<file path="src/rtl/core/assert_macros.svh">
// Assertion macros shared by the RTL of the CRC-32 block.
`ifndef ASSERT_MACROS_SVH
`define ASSERT_MACROS_SVH

`ifndef SYNTH
// Property must hold at every clock edge outside reset.
`define CRCH_ASSERT(label, clk, rst, prop) \
   label: assert property (@(posedge clk) disable iff (rst) (prop)) \
      else $error("assertion failed: label");
// When the condition holds, the consequence must hold in the next cycle.
`define CRCH_ASSERT_NEXT(label, clk, rst, cond, cons) \
   label: assert property (@(posedge clk) disable iff (rst) (cond) |=> (cons)) \
      else $error("assertion failed: label");
`else
`define CRCH_ASSERT(label, clk, rst, prop)
`define CRCH_ASSERT_NEXT(label, clk, rst, cond, cons)
`endif

`endif

</file>
<file path="src/rtl/core/crc32h_pkg.sv">
// Shared constants, types and the byte-wise CRC-32 fold for the CRC-32 block.
package crc32h_pkg;

   localparam int unsigned DefaultMaxPacketBytes = 65536;

   localparam logic [31:0] CRC_POLY     = 32'hEDB8_8320;
   localparam logic [31:0] CRC_ALL_ONES = 32'hFFFF_FFFF;
   localparam logic [16:0] HOLE_BYTES   = 17'd4;

   localparam int unsigned CSR_INDEX_WIDTH = 2;
   localparam int unsigned CSR_DATA_WIDTH  = 16;

   localparam logic [CSR_INDEX_WIDTH-1:0] CSR_HOLE_ENABLE     = 2'd0;
   localparam logic [CSR_INDEX_WIDTH-1:0] CSR_CHECKSUM_OFFSET = 2'd1;

   typedef struct packed {
      logic        enable;
      logic [15:0] offset;
   } hole_cfg_type;

   // Folds one byte into the reflected CRC, least significant bit first.
   // The eight steps flatten into a shallow XOR network.
   function automatic logic [31:0] fold_byte(input logic [31:0] crc, input logic [7:0] data);
      logic [31:0] v;
      v = crc ^ {24'd0, data};
      for (int k = 0; k < 8; k++) begin
         v = v[0] ? ((v >> 1) ^ CRC_POLY) : (v >> 1);
      end
      return v;
   endfunction

endpackage

</file>
<file path="src/rtl/core/crc32h_update.sv">
// Next-state logic for one byte: hole masking, CRC fold and position count.
module crc32h_update #(
   parameter logic [15:0] PosLimit = 16'hFFFF
) (
   input  logic [31:0]               crc_cur,
   input  logic [15:0]               pos_cur,
   input  logic [7:0]                data_byte,
   input  logic                      first_byte,
   input  crc32h_pkg::hole_cfg_type  hole_cfg,
   output logic [31:0]               crc_next,
   output logic [15:0]               pos_next
);
   import crc32h_pkg::*;

   logic [31:0] crc_base;
   logic [15:0] pos_base;
   logic [16:0] hole_end;
   logic        in_hole;
   logic [7:0]  fed_byte;

   // A first byte restarts both the CRC and the position.
   assign crc_base = first_byte ? CRC_ALL_ONES : crc_cur;
   assign pos_base = first_byte ? 16'd0 : pos_cur;

   // The hole end is one bit wider so it never wraps.
   assign hole_end = {1'b0, hole_cfg.offset} + HOLE_BYTES;
   assign in_hole  = hole_cfg.enable && (pos_base >= hole_cfg.offset)
                     && ({1'b0, pos_base} < hole_end);
   assign fed_byte = in_hole ? 8'd0 : data_byte;

   assign crc_next = fold_byte(crc_base, fed_byte);
   assign pos_next = (pos_base < PosLimit) ? (pos_base + 16'd1) : pos_base;

endmodule

</file>
<file path="src/rtl/core/crc32_with_checksum_hole.sv">
// Top level of the CRC-32 block with a zeroed four-byte checksum hole.
//
// Usage: packet bytes arrive on the req_ channel, one word per handshake,
// with first and last markers. A word is taken at a clock edge where
// req_valid is high and req_stall is low. The word carrying the last marker
// produces one finished, inverted CRC-32 on the rsp_ channel; other words
// produce nothing. The csr_ channel sets the hole enable and the checksum
// offset; it is always ready and should only be written while idle.
// Timing: a taken word waits in the input register and is folded into the
// running CRC as it leaves that register; for a last word the result register
// is loaded at that edge and shown on rsp_valid. Throughput is one word per
// cycle while req_stall is low, set by the single byte-wide XOR network
// between the input register and the running CRC register.
// Reset clears the channel valids, the configuration, the running CRC to all
// ones and the byte position to zero. When the receiver stalls, the result
// register holds its word; the block keeps taking and folding non-final
// bytes and only raises req_stall when a last word waits behind a held result.
module crc32_with_checksum_hole #(
   parameter int unsigned MAX_PACKET_BYTES = crc32h_pkg::DefaultMaxPacketBytes
) (
   input  logic                                   clock,
   input  logic                                   reset,
   // Input channel.
   input  logic                                   req_valid,
   output logic                                   req_stall,
   input  logic [7:0]                             req_data_byte,
   input  logic                                   req_first_byte,
   input  logic                                   req_last_byte,
   // Result channel.
   output logic                                   rsp_valid,
   input  logic                                   rsp_stall,
   output logic [31:0]                            rsp_crc_result,
   // Configuration write channel.
   input  logic                                   csr_valid,
   output logic                                   csr_ready,
   input  logic [crc32h_pkg::CSR_INDEX_WIDTH-1:0] csr_index,
   input  logic [crc32h_pkg::CSR_DATA_WIDTH-1:0]  csr_wdata
);
   import crc32h_pkg::*;

`include "assert_macros.svh"

   // The position is 16 bits wide and saturates at min(MAX-1, 65535).
   localparam logic [15:0] PosLimit =
      ((MAX_PACKET_BYTES - 1) > 65535) ? 16'hFFFF : 16'(MAX_PACKET_BYTES - 1);

   // Configuration registers.
   hole_cfg_type hole_cfg_ff, hole_cfg_in;

   // Input register stage.
   logic        s1_valid_ff, s1_valid_in;
   logic [7:0]  s1_data_ff;
   logic        s1_first_ff;
   logic        s1_last_ff;

   // Running state.
   logic [31:0] crc_running_ff, crc_running_in;
   logic [15:0] byte_position_ff, byte_position_in;

   // Result register.
   logic        rsp_valid_ff, rsp_valid_in;
   logic [31:0] rsp_crc_ff;

   logic        req_fire;
   logic        out_free;
   logic        s1_advance;
   logic        s1_fire;
   logic [31:0] crc_next;
   logic [15:0] pos_next;

   assign csr_ready = 1'b1;

   always_comb begin
      hole_cfg_in = hole_cfg_ff;
      if (csr_valid && csr_ready) begin
         unique case (csr_index)
            CSR_HOLE_ENABLE:     hole_cfg_in.enable = csr_wdata[0];
            CSR_CHECKSUM_OFFSET: hole_cfg_in.offset = csr_wdata[15:0];
            default:             hole_cfg_in = hole_cfg_ff;
         endcase
      end
   end

   // The result register can take a new word when empty or being drained.
   assign out_free   = !rsp_valid_ff || !rsp_stall;
   // A non-final byte never needs the result register, so it always moves on.
   assign s1_advance = !s1_valid_ff || !s1_last_ff || out_free;
   assign s1_fire    = s1_valid_ff && s1_advance;
   assign req_stall  = !s1_advance;
   assign req_fire   = req_valid && !req_stall;

   assign s1_valid_in = s1_advance ? req_valid : s1_valid_ff;

   crc32h_update #(
      .PosLimit (PosLimit)
   ) u_update (
      .crc_cur    (crc_running_ff),
      .pos_cur    (byte_position_ff),
      .data_byte  (s1_data_ff),
      .first_byte (s1_first_ff),
      .hole_cfg   (hole_cfg_ff),
      .crc_next   (crc_next),
      .pos_next   (pos_next)
   );

   // After a last byte the CRC and position restart on their own.
   always_comb begin
      crc_running_in   = crc_running_ff;
      byte_position_in = byte_position_ff;
      if (s1_fire) begin
         if (s1_last_ff) begin
            crc_running_in   = CRC_ALL_ONES;
            byte_position_in = 16'd0;
         end else begin
            crc_running_in   = crc_next;
            byte_position_in = pos_next;
         end
      end
   end

   always_comb begin
      rsp_valid_in = rsp_valid_ff;
      if (out_free) begin
         rsp_valid_in = s1_fire && s1_last_ff;
      end
   end

   always_ff @(posedge clock) begin
      if (reset) begin
         hole_cfg_ff      <= '0;
         s1_valid_ff      <= 1'b0;
         crc_running_ff   <= CRC_ALL_ONES;
         byte_position_ff <= 16'd0;
         rsp_valid_ff     <= 1'b0;
      end else begin
         hole_cfg_ff      <= hole_cfg_in;
         s1_valid_ff      <= s1_valid_in;
         crc_running_ff   <= crc_running_in;
         byte_position_ff <= byte_position_in;
         rsp_valid_ff     <= rsp_valid_in;
      end
   end

   // Payload registers carry no reset.
   always_ff @(posedge clock) begin
      if (req_fire) begin
         s1_data_ff  <= req_data_byte;
         s1_first_ff <= req_first_byte;
         s1_last_ff  <= req_last_byte;
      end
      if (s1_fire && s1_last_ff && out_free) begin
         rsp_crc_ff <= crc_next ^ CRC_ALL_ONES;
      end
   end

   assign rsp_valid      = rsp_valid_ff;
   assign rsp_crc_result = rsp_crc_ff;

   // Only a final byte waiting behind a held result may stall the input.
   `CRCH_ASSERT(a_stall_cause, clock, reset,
                !req_stall || (s1_valid_ff && s1_last_ff && rsp_valid_ff && rsp_stall))
   // A finished packet leaves the running state at its restart values.
   `CRCH_ASSERT_NEXT(a_restart, clock, reset, s1_fire && s1_last_ff,
                     crc_running_ff == CRC_ALL_ONES && byte_position_ff == 16'd0)
   // A final byte always lands in the result register.
   `CRCH_ASSERT_NEXT(a_result_loaded, clock, reset, s1_fire && s1_last_ff, rsp_valid_ff)
   // The byte position never passes its saturation point.
   `CRCH_ASSERT(a_pos_limit, clock, reset, byte_position_ff <= PosLimit)

endmodule

</file>
<file path="config.mk">
export PLATFORM = sky130hd
export DESIGN_NAME = crc32_with_checksum_hole
export DESIGN_NICKNAME = d
export VERILOG_FILES = /design/src/rtl/core/crc32h_pkg.sv /design/src/rtl/core/crc32h_update.sv /design/src/rtl/core/crc32_with_checksum_hole.sv
export VERILOG_INCLUDE_DIRS = /design/src /design/src/rtl/core
export SDC_FILE = /design/constraint.sdc
export NUM_CORES = 1
export LEC_CHECK = 0
export BUFFER_PORTS_ARGS = -buffer_cell sky130_fd_sc_hd__buf_4
export CAP_MARGIN = 20
export CORE_AREA = 4 4 115 117
export DETAILED_ROUTE_END_ITERATION = 8
export DIE_AREA = 0 0 119 121
export HOLD_SLACK_MARGIN = 0.03
export PLACE_DENSITY = 0.76
export SLEW_MARGIN = 5
export SYNTH_ARGS = -nofsm -noshare
export SYNTH_HDL_FRONTEND = slang
export SYNTH_HIERARCHICAL = 1
export SYNTH_SLANG_ARGS = --single-unit
</file>
<file path="constraint.sdc">
create_clock -name clock -period 4.3 [get_ports clock]
set_input_delay 0.215 -clock clock [delete_from_list [all_inputs] [get_ports clock]]
set_output_delay 0.215 -clock clock [all_outputs]
set_load 0.05 [all_outputs]
</file>
Yosys cells after proc, flatten, opt, wreduce, memory -nomap -nowiden
Cells that the tools add are included.

cells by class
  bitwise gates (word level) = 10
  eq/ne operators = 1
  $add $sub $neg = 2
  reduce and logical (&&, ||, !) cells = 17
  multiplexer cells = 14
  $lt $le $gt $ge = 3

operator list
  kind                                                 count
  2-to-1 mux 32 bit                                    10
  NOT 13 -> 14 bit                                     8
  2-to-1 mux 16 bit                                    3
  NOT 32 bit                                           1
  XOR 32 x 8 -> 32 bit                                 1
  adder 16 x 3 -> 17 bit, second input constant        1
  < comparator 16 x 17 -> 1 bit                        1
  adder 16 x 1 -> 16 bit, second input constant        1
  greater-or-equal comparator 16 bit                   1
  < comparator 16 bit, second input constant           1
  2-to-1 mux 8 bit                                     1
  logical AND 1 bit                                    6
  logical NOT 1 bit                                    5
  AND reduction 2 bit                                  2
  logical OR 1 bit                                     3
  equality test 2 x 1 -> 1 bit, second input constant  1
  logical NOT 2 bit                                    1

storage, ports and cells
  bits of input ports = 33
  output and inout port bits = 35
  word-level logic and storage cells = 57
  bits in registers = 109

Depth between registers and ports, before layout
  depth in word-level cells = 23
  gate-level depth with buffers = 16
  gate-level depth less buffers = 15

Hierarchy
Netlist, hierarchy kept.

modules (own cells, without submodules)
  module                    area each (µm²)  cells an instance  seq. area each (µm²)  instances
  crc32_with_checksum_hole  3,616.0          275                2,602.5               1
  crc32h_update             2,845.2          388                0.0                   1

Worst setup path after synthesis
No wires, ideal clock.

  kind = reg2reg
  start = register s1_first_ff
  end = register crc_running_ff[19]
  required time = 4,178 ps
  path buffers = 5
  setup time = 122 ps
  period minus slack after synthesis = 4,101 ps
  path slack = 199 ps
  data arrival time = 3,979 ps
  stages on the path, launching flop included = 16
  path through = edfxtp_1 -> buf_2 -> buf_1 -> clkbuf_1 -> buf_1 -> clkbuf_1 -> nor2b_1 -> ha_1 -> nand2_1 -> nor2_1 -> a2111o_1 -> o31ai_2 -> a21oi_1 -> xor2_1 -> xnor3_1 -> a221o_1

between the ends
  word-level cells in the longest chain between the ends = 20
  elaborated cells between the ends (all ways) = 24
  those cells by class = order compare: 2; mux: 12; bitwise: 8; reduce/logical: 2

ends and longest elaborated chain
  element                             line                             text
  start, declared                     crc32_with_checksum_hole.sv:53   logic s1_first_ff;
  start signal, assigned              crc32_with_checksum_hole.sv:148  s1_first_ff <= req_first_byte;
  2-to-1 mux 16 bit                   crc32h_update.sv:23              assign pos_base = first_byte ? 16'd0 : pos_cur;
  greater-or-equal comparator 16 bit  crc32h_update.sv:27              assign in_hole = hole_cfg.enable && (pos_base >= hole_cfg.offset)
  logical AND 1 bit                   crc32h_update.sv:27
  logical AND 1 bit                   crc32h_update.sv:28              && ({1'b0, pos_base} < hole_end);
  2-to-1 mux 8 bit                    crc32h_update.sv:29              assign fed_byte = in_hole ? 8'd0 : data_byte;
  XOR 32 x 8 -> 32 bit *              crc32h_pkg.sv:25                 v = crc ^ {24'd0, data};
  2-to-1 mux 32 bit * (2 in a row)    crc32h_pkg.sv:27                 v = v[0] ? ((v >> 1) ^ CRC_POLY) : (v >> 1);
  NOT 13 -> 14 bit (no line)          --
  (+4 left out)                       --
  NOT 13 -> 14 bit (no line)          --
  2-to-1 mux 32 bit *                 crc32h_pkg.sv:27
  NOT 13 -> 14 bit (no line)          --
  2-to-1 mux 32 bit *                 crc32h_pkg.sv:27
  NOT 13 -> 14 bit (no line)          --
  2-to-1 mux 32 bit *                 crc32h_pkg.sv:27
  named net crc_next[19]              crc32_with_checksum_hole.sv:68   logic [31:0] crc_next;
  2-to-1 mux 32 bit *                 crc32_with_checksum_hole.sv:111  if (s1_last_ff) begin
  end signal, assigned                crc32_with_checksum_hole.sv:138  crc_running_ff <= crc_running_in;
  end, declared                       crc32_with_checksum_hole.sv:57   logic [31:0] crc_running_ff, crc_running_in;

Mark *: on every way through the listed nets, which the timed path passes. The rest lies on a longest branch.
A chain may end at the register's enable or synchronous reset.

Worst setup path in the final report
  start = register hole_cfg_ff[4] in the netlist's numbering
  end = register crc_running_ff[21]

between the ends
  word-level cells in the longest chain between the ends = 18
  elaborated cells between the ends (all ways) = 21
  those cells by class = add/sub: 1; order compare: 2; mux: 10; bitwise: 6; reduce/logical: 2

ends and longest elaborated chain
  element                                                                              line                                      text
  start, declared                                                                      crc32_with_checksum_hole.sv:48            hole_cfg_type hole_cfg_ff, hole_cfg_in;
  start signal, assigned                                                               crc32_with_checksum_hole.sv:136           hole_cfg_ff <= hole_cfg_in;
  adder 16 x 3 -> 17 bit / greater-or-equal comparator 16 bit (equally long branches)  crc32h_update.sv:26, crc32h_update.sv:27
  < comparator 16 x 17 -> 1 bit / logical AND 1 bit (equally long branches)            crc32h_update.sv:28, crc32h_update.sv:27
  logical AND 1 bit *                                                                  crc32h_update.sv:28
  2-to-1 mux 8 bit *                                                                   crc32h_update.sv:29
  XOR 32 x 8 -> 32 bit *                                                               crc32h_pkg.sv:25
  2-to-1 mux 32 bit * (2 in a row)                                                     crc32h_pkg.sv:27
  NOT 13 -> 14 bit (no line)                                                           --
  2-to-1 mux 32 bit * (2 in a row)                                                     crc32h_pkg.sv:27
  NOT 13 -> 14 bit (no line)                                                           --
  2-to-1 mux 32 bit *                                                                  crc32h_pkg.sv:27
  NOT 13 -> 14 bit (no line)                                                           --
  2-to-1 mux 32 bit * (2 in a row)                                                     crc32h_pkg.sv:27
  NOT 13 -> 14 bit (no line)                                                           --
  2-to-1 mux 32 bit *                                                                  crc32h_pkg.sv:27
  named net crc_next[21]                                                               crc32_with_checksum_hole.sv:68
  2-to-1 mux 32 bit *                                                                  crc32_with_checksum_hole.sv:111

Marked as above.

==> metrics.txt <==
final hold vios=0; Initial Utilization=52.3%; RSZ-0062 raised after global routing=no; #FFs+latches synth=109; Top delay family on crit path=compound AO/OA/AOI/OAI gates; GRT Total Usage=20.0%; Remaining Overflow, GRT=0; power consumption=2.87 mW; core area=0.0124 sq mm; Post-Synthesis Mean Instance Area=9.75 sq um; Power Dens Cells=385 mW/mm^2; Antenna diodes=0; Post-Route Skew=10.3 ps; largest stage delay on the critical path=470 ps; Final Max Tran Viols=0; CTS Sinks=109; CP arrival=4210 ps; layout cells sized above 1=15.3%; antenna-violating nets left=0; Ports=68; number of global-route vias before repair=4634; kind of critical path=reg2reg; fraction of registers with async set/reset=0%; leading register cell type out of synthesis=dfxtp_1; routability-driven placement congestion ratio=0.933; clock root buffer=clkbuf_16; Final Net Count=781; via count=4821; largest cells by area after synthesis=dfxtp_1 21%, edfxtp_1 20%, xnor2_1 15%; CP Cell Sequence=and3_1 -> and3_1 -> nand2_1 -> nor4_4 -> nand3_1 -> xnor2_1 -> ha_1 -> a21oi_1 -> o21ai_1 -> a2111o_1 -> o31ai_2 -> buf_4 -> a21oi_2 -> xnor2_4 -> xor3_1 -> a221o_1; initial DRC count=408; setup TNS=0 ps; nature of the critical path endpoint=flip-flop; vias per inst=5.40; WP data required=4550 ps; CP Launch Type=flip-flop; shortest period the worst path allows=3960 ps; Port Buffers=66; CTS Buf Count=9; Slew HR=33.0%; worst skew pair latency=350 ps; Pleak=2.97 nW; DP HPWL=10600 um; Synth Instances=663; Most Frequent Cell on Critical Path=and3_1; CTS tree=built; reg2reg path depth=16; routed length per instance=15.9 um; fin crit share=92.1%; measured slew at the worst slew-check pin=1000 ps; Clock transition at path regs=80 ps; hold crit path type=in2reg; first-pass iteration count of the detailed router=5; Slowest cell on crit path=xor3_1; EDFF count, synth=42; status=completed; Die Span X=119 um; Final Instance Count excl. Fillers=893; std cell rows=41; post-placement cell area=0.00703 sq mm; max frequency=253 MHz; MaxCap Viol Count=0; H-Tree Depth=3; final wirelength=14200 um; Synth warnings=6; dpl cells=868; Yosys cell types=54; first-pass GRT wire length=23300 um; count leader, synth=xnor2_1; critical path depth in cells=16; Sequential Area=0.00260 sq mm; top-area cell type share of the netlist area=20.8%; Die Area=0.0144 sq mm; worst path bufs/invs=1; multi-input logic area=0.00350 sq mm; Cell Area, Synth=0.00646 sq mm; # DRC=0; initial antenna violation count=0; Fillers=1004; area grow syn2layout=15.3%; Max clock buf depth=2; Die H=121 um; Design Area, Final=0.00745 sq mm; most frequent cells after synthesis=107 x xnor2_1, 67 x dfxtp_1, 57 x nor2_1; syn_nets=728; VDD IR max=0.250 mV; sequential share of the synthesized area=40.3%; hold path cells=1; critical path peak fanout=13; pin count of the biggest net entering global routing=34; Final setup viols=0; area leader, netlist=dfxtp_1
## state kept, by name, indices dropped and copies added, names as in the netlist
register / flops
byte_position_ff: 16
crc_running_ff: 32
hole_cfg_ff: 17
rsp_crc_result: 32
rsp_valid: 1
s1_data_ff: 8
s1_first_ff: 1
s1_last_ff: 1
s1_valid_ff: 1
## cells in the final DEF, fill, tap and decap left out, types with 13 or more instances in the layout
master	Yosys	routed
a21oi_1	39	38
buf_4	1	73
xnor2_1	107	107
inv_1	50	50
dfxtp_1	67	67
a221o_1	32	32
edfxtp_1	42	42
nor2_1	57	57
nor2b_1	21	20
nand3_1	13	13
nand2_1	54	54
xor2_1	23	23
a22o_1	16	16
ha_1	32	32
## routing by layer
layer | global-route usage [%] | vias up | part of all wire [%]
met3 | 3.59 | 14 | 6.8
li1 | - | 2372 | -
met1 | 29.4 | 2261 | 48
met5 | 0 | - | 0
met4 | 6.08 | 0 | 1.5
met2 | 29.9 | 174 | 44
## logic make-up (layout without fill, tap and decap cells)
group                      Yosys count  count (layout)  share of synthesized area [%]
AOI/OAI and AO/OA                  110             110                           12.9
xor gates and xnor gates           140             140                           20.8
adders and majority gates           32              32                           6.20
buffers and inverters               89             147                           5.94
DFF                                109             109                           40.3
muxes                                2               2                          0.329
other                                1               1                         0.0580
and+or+nand+nor                    180             180                           13.4
## path summary, 6_finish.rpt
kind	from	end	slack, ps
hold / removal	req_last_byte	s1_last_ff	40
setup reg to reg	hole_cfg_ff[4]	crc_running_ff[21]	340
hold reg to reg	hole_cfg_ff[1]	hole_cfg_ff[1]	470
setup / recovery	hole_cfg_ff[4]	crc_running_ff[21]	340
## repair_timing
item,CTS,global route
endpoints found under the hold margin,6,0
setup buffers,0,2
hold buffers,6,0
endpoints found under the setup margin,0,15
resized for setup,0,2
## final cells by class
cell class / instances / area share [%]
multi-input cells: 465 / 47.0
well taps: 172 / 2.89
repair buffers: 80 / 8.53
flip-flops and latches: 109 / 34.9
clock inverters: 5 / 0.655
clock buffers: 11 / 3.41
inverters: 51 / 2.57
## through the flow
stage | setup WS (ps) | hold WS [ps] | util [%]
global placement | 264 | 394 | 56.9
global route | 5.04 | 34.4 | 60.3
CTS | 134 | 33.4 | 59.8
detailed placement | 151 | 394 | 56.9
finish | 340 | 42.6 | 60.3
floorplan | 199 | 314 | -
## power breakdown
part | switching, mW | leakage [nW] | internal (mW)
Combinational | 0.466 | 1.88 | 0.345
Sequential | 0.0565 | 0.940 | 1.17
Clock | 0.386 | 0.149 | 0.441
(Power assumes the default switching activity.)
